[src/hdl/wstf_pkg.sv]
`timescale 1ns / 1ps
// ----------------------------------------------------------------------------
// WebSocket text framer package
// Item types, header constants and the result batch shared by the framer.
// ----------------------------------------------------------------------------
package wstf_pkg;

  // Header byte constants.
  localparam logic [7:0] HDR_FIN_TEXT = 8'h81;
  localparam logic [6:0] HDR_LEN16    = 7'd126;

  // Deepest batch of results one item can cause: two fixed header bytes,
  // two extended length bytes and four key bytes.
  localparam int unsigned MAX_RESULTS = 8;
  localparam int unsigned COUNT_W     = $clog2(MAX_RESULTS + 1);

  typedef enum logic {
    OP_START   = 1'b0,
    OP_PAYLOAD = 1'b1
  } opcode_t;

  typedef struct packed {
    opcode_t     opcode;
    logic [7:0]  data_byte;
    logic [15:0] frame_length;
    logic        mask_on;
    logic [31:0] mask_key;
  } in_item_t;

  typedef struct packed {
    logic [7:0] out_byte;
    logic       end_of_frame;
    logic       error;
  } out_item_t;

  // All results caused by one item; byte 0 goes out first. The end-of-frame
  // and error marks belong to the last byte of the batch only.
  typedef struct packed {
    logic [MAX_RESULTS-1:0][7:0] bytes;
    logic [COUNT_W-1:0]          count;
    logic                        last_eof;
    logic                        last_err;
  } batch_t;

endpackage

[src/hdl/wstf_encoder.sv]
`timescale 1ns / 1ps
// ----------------------------------------------------------------------------
// WebSocket text framer encoder
// Holds the open-frame state and turns one item into its batch of results.
// ----------------------------------------------------------------------------
module wstf_encoder
  import wstf_pkg::*;
(
  input  logic     clk,
  input  logic     rst,
  input  logic     accept,
  input  in_item_t item,
  output batch_t   batch
);

  logic [15:0] bytes_left, bytes_left_next;
  logic [1:0]  key_phase, key_phase_next;
  logic [31:0] held_key, held_key_next;
  logic        frame_open, frame_open_next;

  logic        long_len;
  logic [7:0]  key_byte;

  assign long_len = (item.frame_length >= {9'd0, HDR_LEN16});
  assign key_byte = held_key[{key_phase, 3'b000} +: 8];

  always_comb begin
    batch           = '0;
    bytes_left_next = bytes_left;
    key_phase_next  = key_phase;
    held_key_next   = held_key;
    frame_open_next = frame_open;
    case (item.opcode)
      OP_START: begin
        batch.bytes[0] = HDR_FIN_TEXT;
        if (long_len) begin
          batch.bytes[1] = {item.mask_on, HDR_LEN16};
          batch.bytes[2] = item.frame_length[15:8];
          batch.bytes[3] = item.frame_length[7:0];
          batch.bytes[4] = item.mask_key[7:0];
          batch.bytes[5] = item.mask_key[15:8];
          batch.bytes[6] = item.mask_key[23:16];
          batch.bytes[7] = item.mask_key[31:24];
        end else begin
          batch.bytes[1] = {item.mask_on, item.frame_length[6:0]};
          batch.bytes[2] = item.mask_key[7:0];
          batch.bytes[3] = item.mask_key[15:8];
          batch.bytes[4] = item.mask_key[23:16];
          batch.bytes[5] = item.mask_key[31:24];
        end
        batch.count = COUNT_W'(2) + (long_len ? COUNT_W'(2) : COUNT_W'(0))
                    + (item.mask_on ? COUNT_W'(4) : COUNT_W'(0));
        batch.last_eof  = (item.frame_length == 16'd0);
        held_key_next   = item.mask_on ? item.mask_key : 32'd0;
        key_phase_next  = 2'd0;
        bytes_left_next = item.frame_length;
        frame_open_next = (item.frame_length != 16'd0);
      end
      OP_PAYLOAD: begin
        batch.count = COUNT_W'(1);
        if (frame_open) begin
          batch.bytes[0]  = item.data_byte ^ key_byte;
          batch.last_eof  = (bytes_left == 16'd1);
          key_phase_next  = key_phase + 2'd1;
          bytes_left_next = bytes_left - 16'd1;
          frame_open_next = (bytes_left != 16'd1);
        end else begin
          // Payload with no open frame: a single error result, state kept.
          batch.last_err = 1'b1;
        end
      end
      default: begin
        batch = '0;
      end
    endcase
  end

  always_ff @(posedge clk) begin
    if (rst) begin
      bytes_left <= '0;
      key_phase  <= '0;
      held_key   <= '0;
      frame_open <= 1'b0;
    end else if (accept) begin
      bytes_left <= bytes_left_next;
      key_phase  <= key_phase_next;
      held_key   <= held_key_next;
      frame_open <= frame_open_next;
    end
  end

endmodule

[src/hdl/websocket_text_framer_unit.sv]
`timescale 1ns / 1ps
// ----------------------------------------------------------------------------
// WebSocket text framer unit
// Encodes single-fragment WebSocket text frames one output byte at a time.
// ----------------------------------------------------------------------------
// Usage:
// The item channel (item_valid, item_stall, item) takes start items, which
// open a frame with its length, mask enable and key, and payload items that
// carry one byte each. The result channel (result_valid, result_stall,
// result) gives the encoded frame one byte per item, with end_of_frame on the
// last byte and error on a payload byte that arrived with no open frame.
// An accepted item is encoded at once into a batch buffer; the buffer feeds
// the output register one byte per cycle while the receiver does not stall.
// The first result of an item is registered in the buffer, then in the output register.
// A payload item causes one result, so payload bytes pass at one item per
// cycle while the receiver does not stall. A start item causes two to eight
// header bytes; the item channel is stalled until the last of them has moved
// into the output register.
// When the receiver stalls, the output register holds its result and the
// buffer backs up into item_stall. Reset clears the frame state, the buffer
// and the output register; no item is pending after reset.
// ----------------------------------------------------------------------------
module websocket_text_framer_unit
  import wstf_pkg::*;
(
  input  logic      clk,
  input  logic      rst,
  input  logic      item_valid,
  output logic      item_stall,
  input  in_item_t  item,
  output logic      result_valid,
  input  logic      result_stall,
  output out_item_t result
);

  logic   item_accept;
  logic   move;
  batch_t new_batch;
  batch_t buffer, buffer_next;
  logic   result_valid_next;
  out_item_t result_next;

  // The buffer hands its head byte on whenever the output register is free
  // or being emptied in this cycle.
  assign move = (buffer.count != '0) && (!result_valid || !result_stall);

  // A new item is taken only if the buffer is empty after this cycle, which
  // keeps results in item order.
  assign item_stall  = !((buffer.count == '0) ||
                         ((buffer.count == COUNT_W'(1)) && move));
  assign item_accept = item_valid && !item_stall;

  wstf_encoder u_encoder (
    .clk    (clk),
    .rst    (rst),
    .accept (item_accept),
    .item   (item),
    .batch  (new_batch)
  );

  always_comb begin
    buffer_next       = buffer;
    result_valid_next = result_valid;
    result_next       = result;
    if (move) begin
      result_valid_next        = 1'b1;
      result_next.out_byte     = buffer.bytes[0];
      result_next.end_of_frame = (buffer.count == COUNT_W'(1)) && buffer.last_eof;
      result_next.error        = (buffer.count == COUNT_W'(1)) && buffer.last_err;
      for (int i = 0; i < MAX_RESULTS - 1; i++) begin
        buffer_next.bytes[i] = buffer.bytes[i+1];
      end
      buffer_next.bytes[MAX_RESULTS-1] = 8'd0;
      buffer_next.count = buffer.count - COUNT_W'(1);
    end else if (result_valid && !result_stall) begin
      result_valid_next = 1'b0;
    end
    if (item_accept) begin
      buffer_next = new_batch;
    end
  end

  always_ff @(posedge clk) begin
    if (rst) begin
      buffer       <= '0;
      result_valid <= 1'b0;
      result       <= '0;
    end else begin
      buffer       <= buffer_next;
      result_valid <= result_valid_next;
      result       <= result_next;
    end
  end

  // The buffer never holds more than one item's worth of results.
  assert property (@(posedge clk) disable iff (rst)
    buffer.count <= COUNT_W'(MAX_RESULTS))
    else $error("result buffer overfilled");

  // A payload item leaves exactly one result in the buffer.
  assert property (@(posedge clk) disable iff (rst)
    (item_accept && item.opcode == OP_PAYLOAD) |=> (buffer.count == COUNT_W'(1)))
    else $error("payload item did not queue one result");

  // A start item queues at least the two fixed header bytes.
  assert property (@(posedge clk) disable iff (rst)
    (item_accept && item.opcode == OP_START) |=> (buffer.count >= COUNT_W'(2)))
    else $error("start item queued too few header bytes");

  // Error and end-of-frame never mark the same result.
  assert property (@(posedge clk) disable iff (rst)
    result_valid |-> !(result.error && result.end_of_frame))
    else $error("result marked both error and end of frame");

endmodule
[config.mk]
export PLATFORM = sky130hd
export DESIGN_NAME = websocket_text_framer_unit
export DESIGN_NICKNAME = d
export VERILOG_FILES = /design/src/hdl/wstf_pkg.sv /design/src/hdl/wstf_encoder.sv /design/src/hdl/websocket_text_framer_unit.sv
export SDC_FILE = /design/constraint.sdc
export NUM_CORES = 1
export LEC_CHECK = 0
export ABC_AREA = 0
export BUFFER_PORTS_ARGS = -buffer_cell sky130_fd_sc_hd__buf_2
export CORE_ASPECT_RATIO = 1.2
export CORE_UTILIZATION = 58
export CTS_CLUSTER_SIZE = 10
export DETAILED_ROUTE_END_ITERATION = 10
export PLACE_DENSITY = 0.81
export SLEW_MARGIN = 20
export SYNTH_ARGS = -nofsm -noshare
export SYNTH_HDL_FRONTEND = slang
export SYNTH_SLANG_ARGS = --single-unit
[constraint.sdc]
create_clock -name clk -period 2.53 [get_ports clk]
set_input_delay 0.253 -clock clk [delete_from_list [all_inputs] [get_ports clk]]
set_output_delay 0.253 -clock clk [all_outputs]
set_load 0.01 [all_outputs]
==> metrics.txt <==
# TYPE chip_impl_metric gauge
chip_impl_metric{name="syn_to_final_growth",unit="%"} 19.0
chip_impl_metric{name="grt_overflow",unit=""} 0
chip_impl_metric{name="totalWireLength",unit="mm"} 18.5
chip_impl_metric{name="p_leak",unit="uW"} 0.00288
chip_impl_info{name="end_kind",value="register"} 1
chip_impl_info{name="tritoncts",value="done"} 1
chip_impl_metric{name="syn-instance-count",unit=""} 690
chip_impl_metric{name="synth_edf_count",unit=""} 0
chip_impl_metric{name="coreArea",unit="um^2"} 10100
chip_impl_metric{name="via_per_inst",unit=""} 6.62
chip_impl_metric{name="ys_seq_area_share",unit="%"} 43.3
chip_impl_metric{name="top_level_ports",unit=""} 74
chip_impl_metric{name="effective_utilization_at_floorplan",unit="%"} 60.4
chip_impl_metric{name="synth-warning-count",unit=""} 0
chip_impl_info{name="worst-setup-path-type",value="register to register"} 1
chip_impl_metric{name="num-nets-final",unit=""} 825
chip_impl_metric{name="clkSinkCount",unit=""} 132
chip_impl_metric{name="cts_hold_buffers",unit=""} 0
chip_impl_metric{name="timing_hold_violations_final",unit=""} 0
chip_impl_metric{name="drt.antenna.violating_nets",unit=""} 0
chip_impl_metric{name="postSynthAreaPerCell",unit="um^2"} 8.85
chip_impl_metric{name="netlist_area",unit="um^2"} 6110
chip_impl_metric{name="required_worst_endpoint",unit="ns"} 2.89
chip_impl_metric{name="power.density",unit="nW/um^2"} 1250
chip_impl_info{name="clock-root-buffer",value="sky130_fd_sc_hd__clkbuf_16"} 1
chip_impl_metric{name="io_buffers",unit=""} 73
chip_impl_metric{name="timing.final.setup_violations",unit=""} 0
chip_impl_metric{name="cts_buffers",unit=""} 17
chip_impl_metric{name="drtIter0Drc",unit=""} 746
chip_impl_metric{name="post_cts_buffers",unit=""} 0
chip_impl_metric{name="worstPathArrival",unit="ns"} 2.67
chip_impl_metric{name="placement_rows",unit=""} 40
chip_impl_metric{name="synth_fp_nets",unit=""} 757
chip_impl_info{name="synthTopCellsByArea",value="sky130_fd_sc_hd__dfxtp_1 43%, sky130_fd_sc_hd__nand2_1 5.8%, sky130_fd_sc_hd__a21oi_1 4.6%, sky130_fd_sc_hd__a22o_1 4.6%, sky130_fd_sc_hd__nor2_1 3.6%"} 1
chip_impl_metric{name="clk_path_buf_depth",unit=""} 2
chip_impl_info{name="yosys_most_used_dff",value="sky130_fd_sc_hd__dfxtp_1"} 1
chip_impl_metric{name="async_flop_share",unit="%"} 0
chip_impl_metric{name="htree_levels",unit=""} 4
chip_impl_metric{name="count_of_filler_cells_inserted_in_the_layout",unit=""} 794
chip_impl_metric{name="maxCapViolCount",unit=""} 0
chip_impl_metric{name="total_die_area",unit="um^2"} 10900
chip_impl_metric{name="die_width",unit="um"} 95.7
chip_impl_metric{name="utilization_after_layout",unit="%"} 71.9
chip_impl_metric{name="die_h",unit="um"} 114
chip_impl_metric{name="drc",unit=""} 0
chip_impl_metric{name="critPathMaxFanout",unit=""} 21
chip_impl_info{name="start_kind",value="register"} 1
chip_impl_metric{name="ys_ff_latch",unit=""} 132
chip_impl_metric{name="grt_start_max_net_pins",unit=""} 57
chip_impl_info{name="synth.cells.most_frequent",value="132 x sky130_fd_sc_hd__dfxtp_1, 95 x sky130_fd_sc_hd__nand2_1, 58 x sky130_fd_sc_hd__nor2_1"} 1
chip_impl_metric{name="clock-skew-final",unit="ns"} 0.00668
chip_impl_metric{name="cts.reportedPaths.clkPinSlew",unit="ns"} 0.06
chip_impl_metric{name="cts-resized-gates",unit=""} 0
chip_impl_metric{name="first_global_vias",unit=""} 5811
chip_impl_info{name="run_status",value="completed"} 1
chip_impl_metric{name="netlist-cell-type-count",unit=""} 63
chip_impl_metric{name="max_slew_violation_total_from_the_final_report",unit=""} 0
chip_impl_metric{name="worst_slack_at_placement",unit="ns"} 0.256
chip_impl_metric{name="grt_util_all_layers",unit="%"} 36.2
chip_impl_metric{name="slew-limit-headroom",unit="%"} 43.8
chip_impl_metric{name="detailed_route_via_count",unit=""} 5935
chip_impl_metric{name="grt_first_pass_wirelength",unit="mm"} 29.8
chip_impl_metric{name="post-route-worst-setup-slack",unit="ns"} 0.222
chip_impl_metric{name="vdd.ir_drop.worst",unit="mV"} 0.627
chip_impl_metric{name="hpwl",unit="mm"} 12.5
chip_impl_info{name="grt_setup_unrepaired",value="false"} 1
chip_impl_metric{name="worstSkewPairLatency",unit="ns"} 0.41
chip_impl_metric{name="fmax",unit="MHz"} 433
chip_impl_info{name="worst_hold_path_type",value="input pin to register"} 1
chip_impl_metric{name="routedWlPerCell",unit="um"} 20.6
chip_impl_metric{name="final_layout_size_suffix_gt1_share",unit="%"} 20.4
chip_impl_info{name="synth_area_leader_cell",value="sky130_fd_sc_hd__dfxtp_1"} 1
chip_impl_metric{name="worst-slew-pin-transition",unit="ns"} 0.842
chip_impl_metric{name="routability_congestion",unit=""} 0.990
chip_impl_info{name="yosys.cell_count.top_type",value="sky130_fd_sc_hd__dfxtp_1"} 1
chip_impl_metric{name="tns",unit="ns"} 0
chip_impl_metric{name="fin_crit",unit="ns"} 2.31
chip_impl_metric{name="grt_antenna_before_repair",unit=""} 0
chip_impl_metric{name="antenna_cells",unit=""} 0
chip_impl_metric{name="portion_of_the_clock_cycle_consumed_by_the_worst_path_in_the_final_layout",unit="%"} 91.2
chip_impl_metric{name="detail_route.first_pass.iterations",unit=""} 6
chip_impl_metric{name="synth_largest_type_area_fraction",unit="%"} 43.3
==> worst max-delay path, cell delays in order, from the launching register on <==
cell	delay (ns)
sky130_fd_sc_hd__dfxtp_1	0.31
sky130_fd_sc_hd__inv_1	0.11
sky130_fd_sc_hd__ha_1	0.23
sky130_fd_sc_hd__a21boi_4	0.24
sky130_fd_sc_hd__o21ai_2	0.07
sky130_fd_sc_hd__or3_1	0.55
sky130_fd_sc_hd__nor3_4	0.25
sky130_fd_sc_hd__buf_4	0.28
sky130_fd_sc_hd__a221o_1	0.19
==> through the flow <==
| stage | std cells | hold slack, ns | total power (uW) | instance area [um^2] |
|---|---|---|---|---|
| 4_1_cts | 897 | 0.0733 | 9010 | 7270 |
| 2_1_floorplan | 690 | 0.379 | 5330 | 6110 |
| 3_3_place_gp | 865 | 0.443 | 6240 | 6640 |
| 3_5_place_dp | 865 | 0.446 | 6350 | 6640 |
| 5_1_grt | 897 | 0.0914 | 9540 | 7270 |
| 6_report | 897 | 0.0829 | 9090 | 7270 |
==> registers in the layout (all words and copies together), names as in the netlist <==
signal,flops
u_encoder.bytes_left,16
buffer,70
result_valid,1
u_encoder.key_phase,2
result,10
u_encoder.held_key,32
u_encoder.frame_open,1
==> worst paths after layout <==
path	from	depth (start not counted)	slack [ns]	to
worst max-delay path	buffer[3]$_SDFFE_PP0P_	8	0.22	buffer[53]$_SDFFE_PP0P_
worst max register to register	buffer[3]$_SDFFE_PP0P_	8	0.22	buffer[53]$_SDFFE_PP0P_
worst min-delay path	item[26]	2	0.08	u_encoder.held_key[26]$_SDFFE_PP0P_
worst min register to register	result[1]$_SDFFE_PP0N_	2	0.45	result[1]$_SDFFE_PP0N_
==> area by class of cell <==
cell class                      count  area, um^2  share of cell area (%)
Clock inverter                     14         201                    2.77
Clock buffer                       18         429                    5.91
Timing Repair Buffer              102         621                    8.54
Multi-Input combinational cell    493        3170                    43.6
Inverter                           12        45.0                   0.620
Tap cell                          126         158                    2.17
Sequential cell                   132        2640                    36.4
==> placed cells by master (no fill, tap or decap), types with 4 or more instances in the layout <==
master / n
sky130_fd_sc_hd__a21oi_1: 55
sky130_fd_sc_hd__o22ai_1: 7
sky130_fd_sc_hd__a2bb2oi_1: 7
sky130_fd_sc_hd__a22oi_1: 8
sky130_fd_sc_hd__nand4_1: 5
sky130_fd_sc_hd__o211a_1: 6
sky130_fd_sc_hd__a22o_1: 32
sky130_fd_sc_hd__nor2_1: 57
sky130_fd_sc_hd__ha_1: 5
sky130_fd_sc_hd__nor4_1: 6
sky130_fd_sc_hd__xnor2_1: 10
sky130_fd_sc_hd__mux4_2: 8
sky130_fd_sc_hd__a211oi_1: 10
sky130_fd_sc_hd__nor2b_1: 9
sky130_fd_sc_hd__dfxtp_1: 132
sky130_fd_sc_hd__o21ai_1: 11
sky130_fd_sc_hd__and3_1: 5
sky130_fd_sc_hd__a221o_1: 21
sky130_fd_sc_hd__clkbuf_16: 17
sky130_fd_sc_hd__o32ai_1: 4
sky130_fd_sc_hd__a311oi_1: 4
sky130_fd_sc_hd__nand2_1: 95
sky130_fd_sc_hd__mux2i_1: 13
sky130_fd_sc_hd__buf_2: 73
sky130_fd_sc_hd__nor3_1: 24
sky130_fd_sc_hd__bufinv_16: 4
sky130_fd_sc_hd__nand3_1: 9
sky130_fd_sc_hd__buf_4: 26
sky130_fd_sc_hd__clkinv_4: 4
sky130_fd_sc_hd__o21ai_0: 27
sky130_fd_sc_hd__inv_1: 11
sky130_fd_sc_hd__a31oi_1: 7
==> per-layer routing <==
metal	share of wire, %	global-route usage, %	up-vias
met3	10	8.17	89
met4	5.3	20.6	0
met5	0	0	-
met2	47	57.9	393
met1	37	44.4	2758
li1	-	-	2695
==> where the power goes <==
part           internal [uW]  leakage [uW]  switching, uW
clock network           1660      0.000307            957
logic                   1360       0.00150           2200
registers               2570       0.00108            335
==> kinds of logic (layout without fill, tap and decap cells) <==
group           Yosys count  count (layout)  synth area share [%]
mux                      21              21                  5.08
compound gates          228             228                  26.9
simple gates            228             228                  17.1
fa+ha+maj                 5               5                  1.02
flops                   132             132                  43.3
buf+inv                  65             146                  5.10
xor+xnor                 11              11                  1.58
No activity file was read; power rests on OpenSTA's default activity.
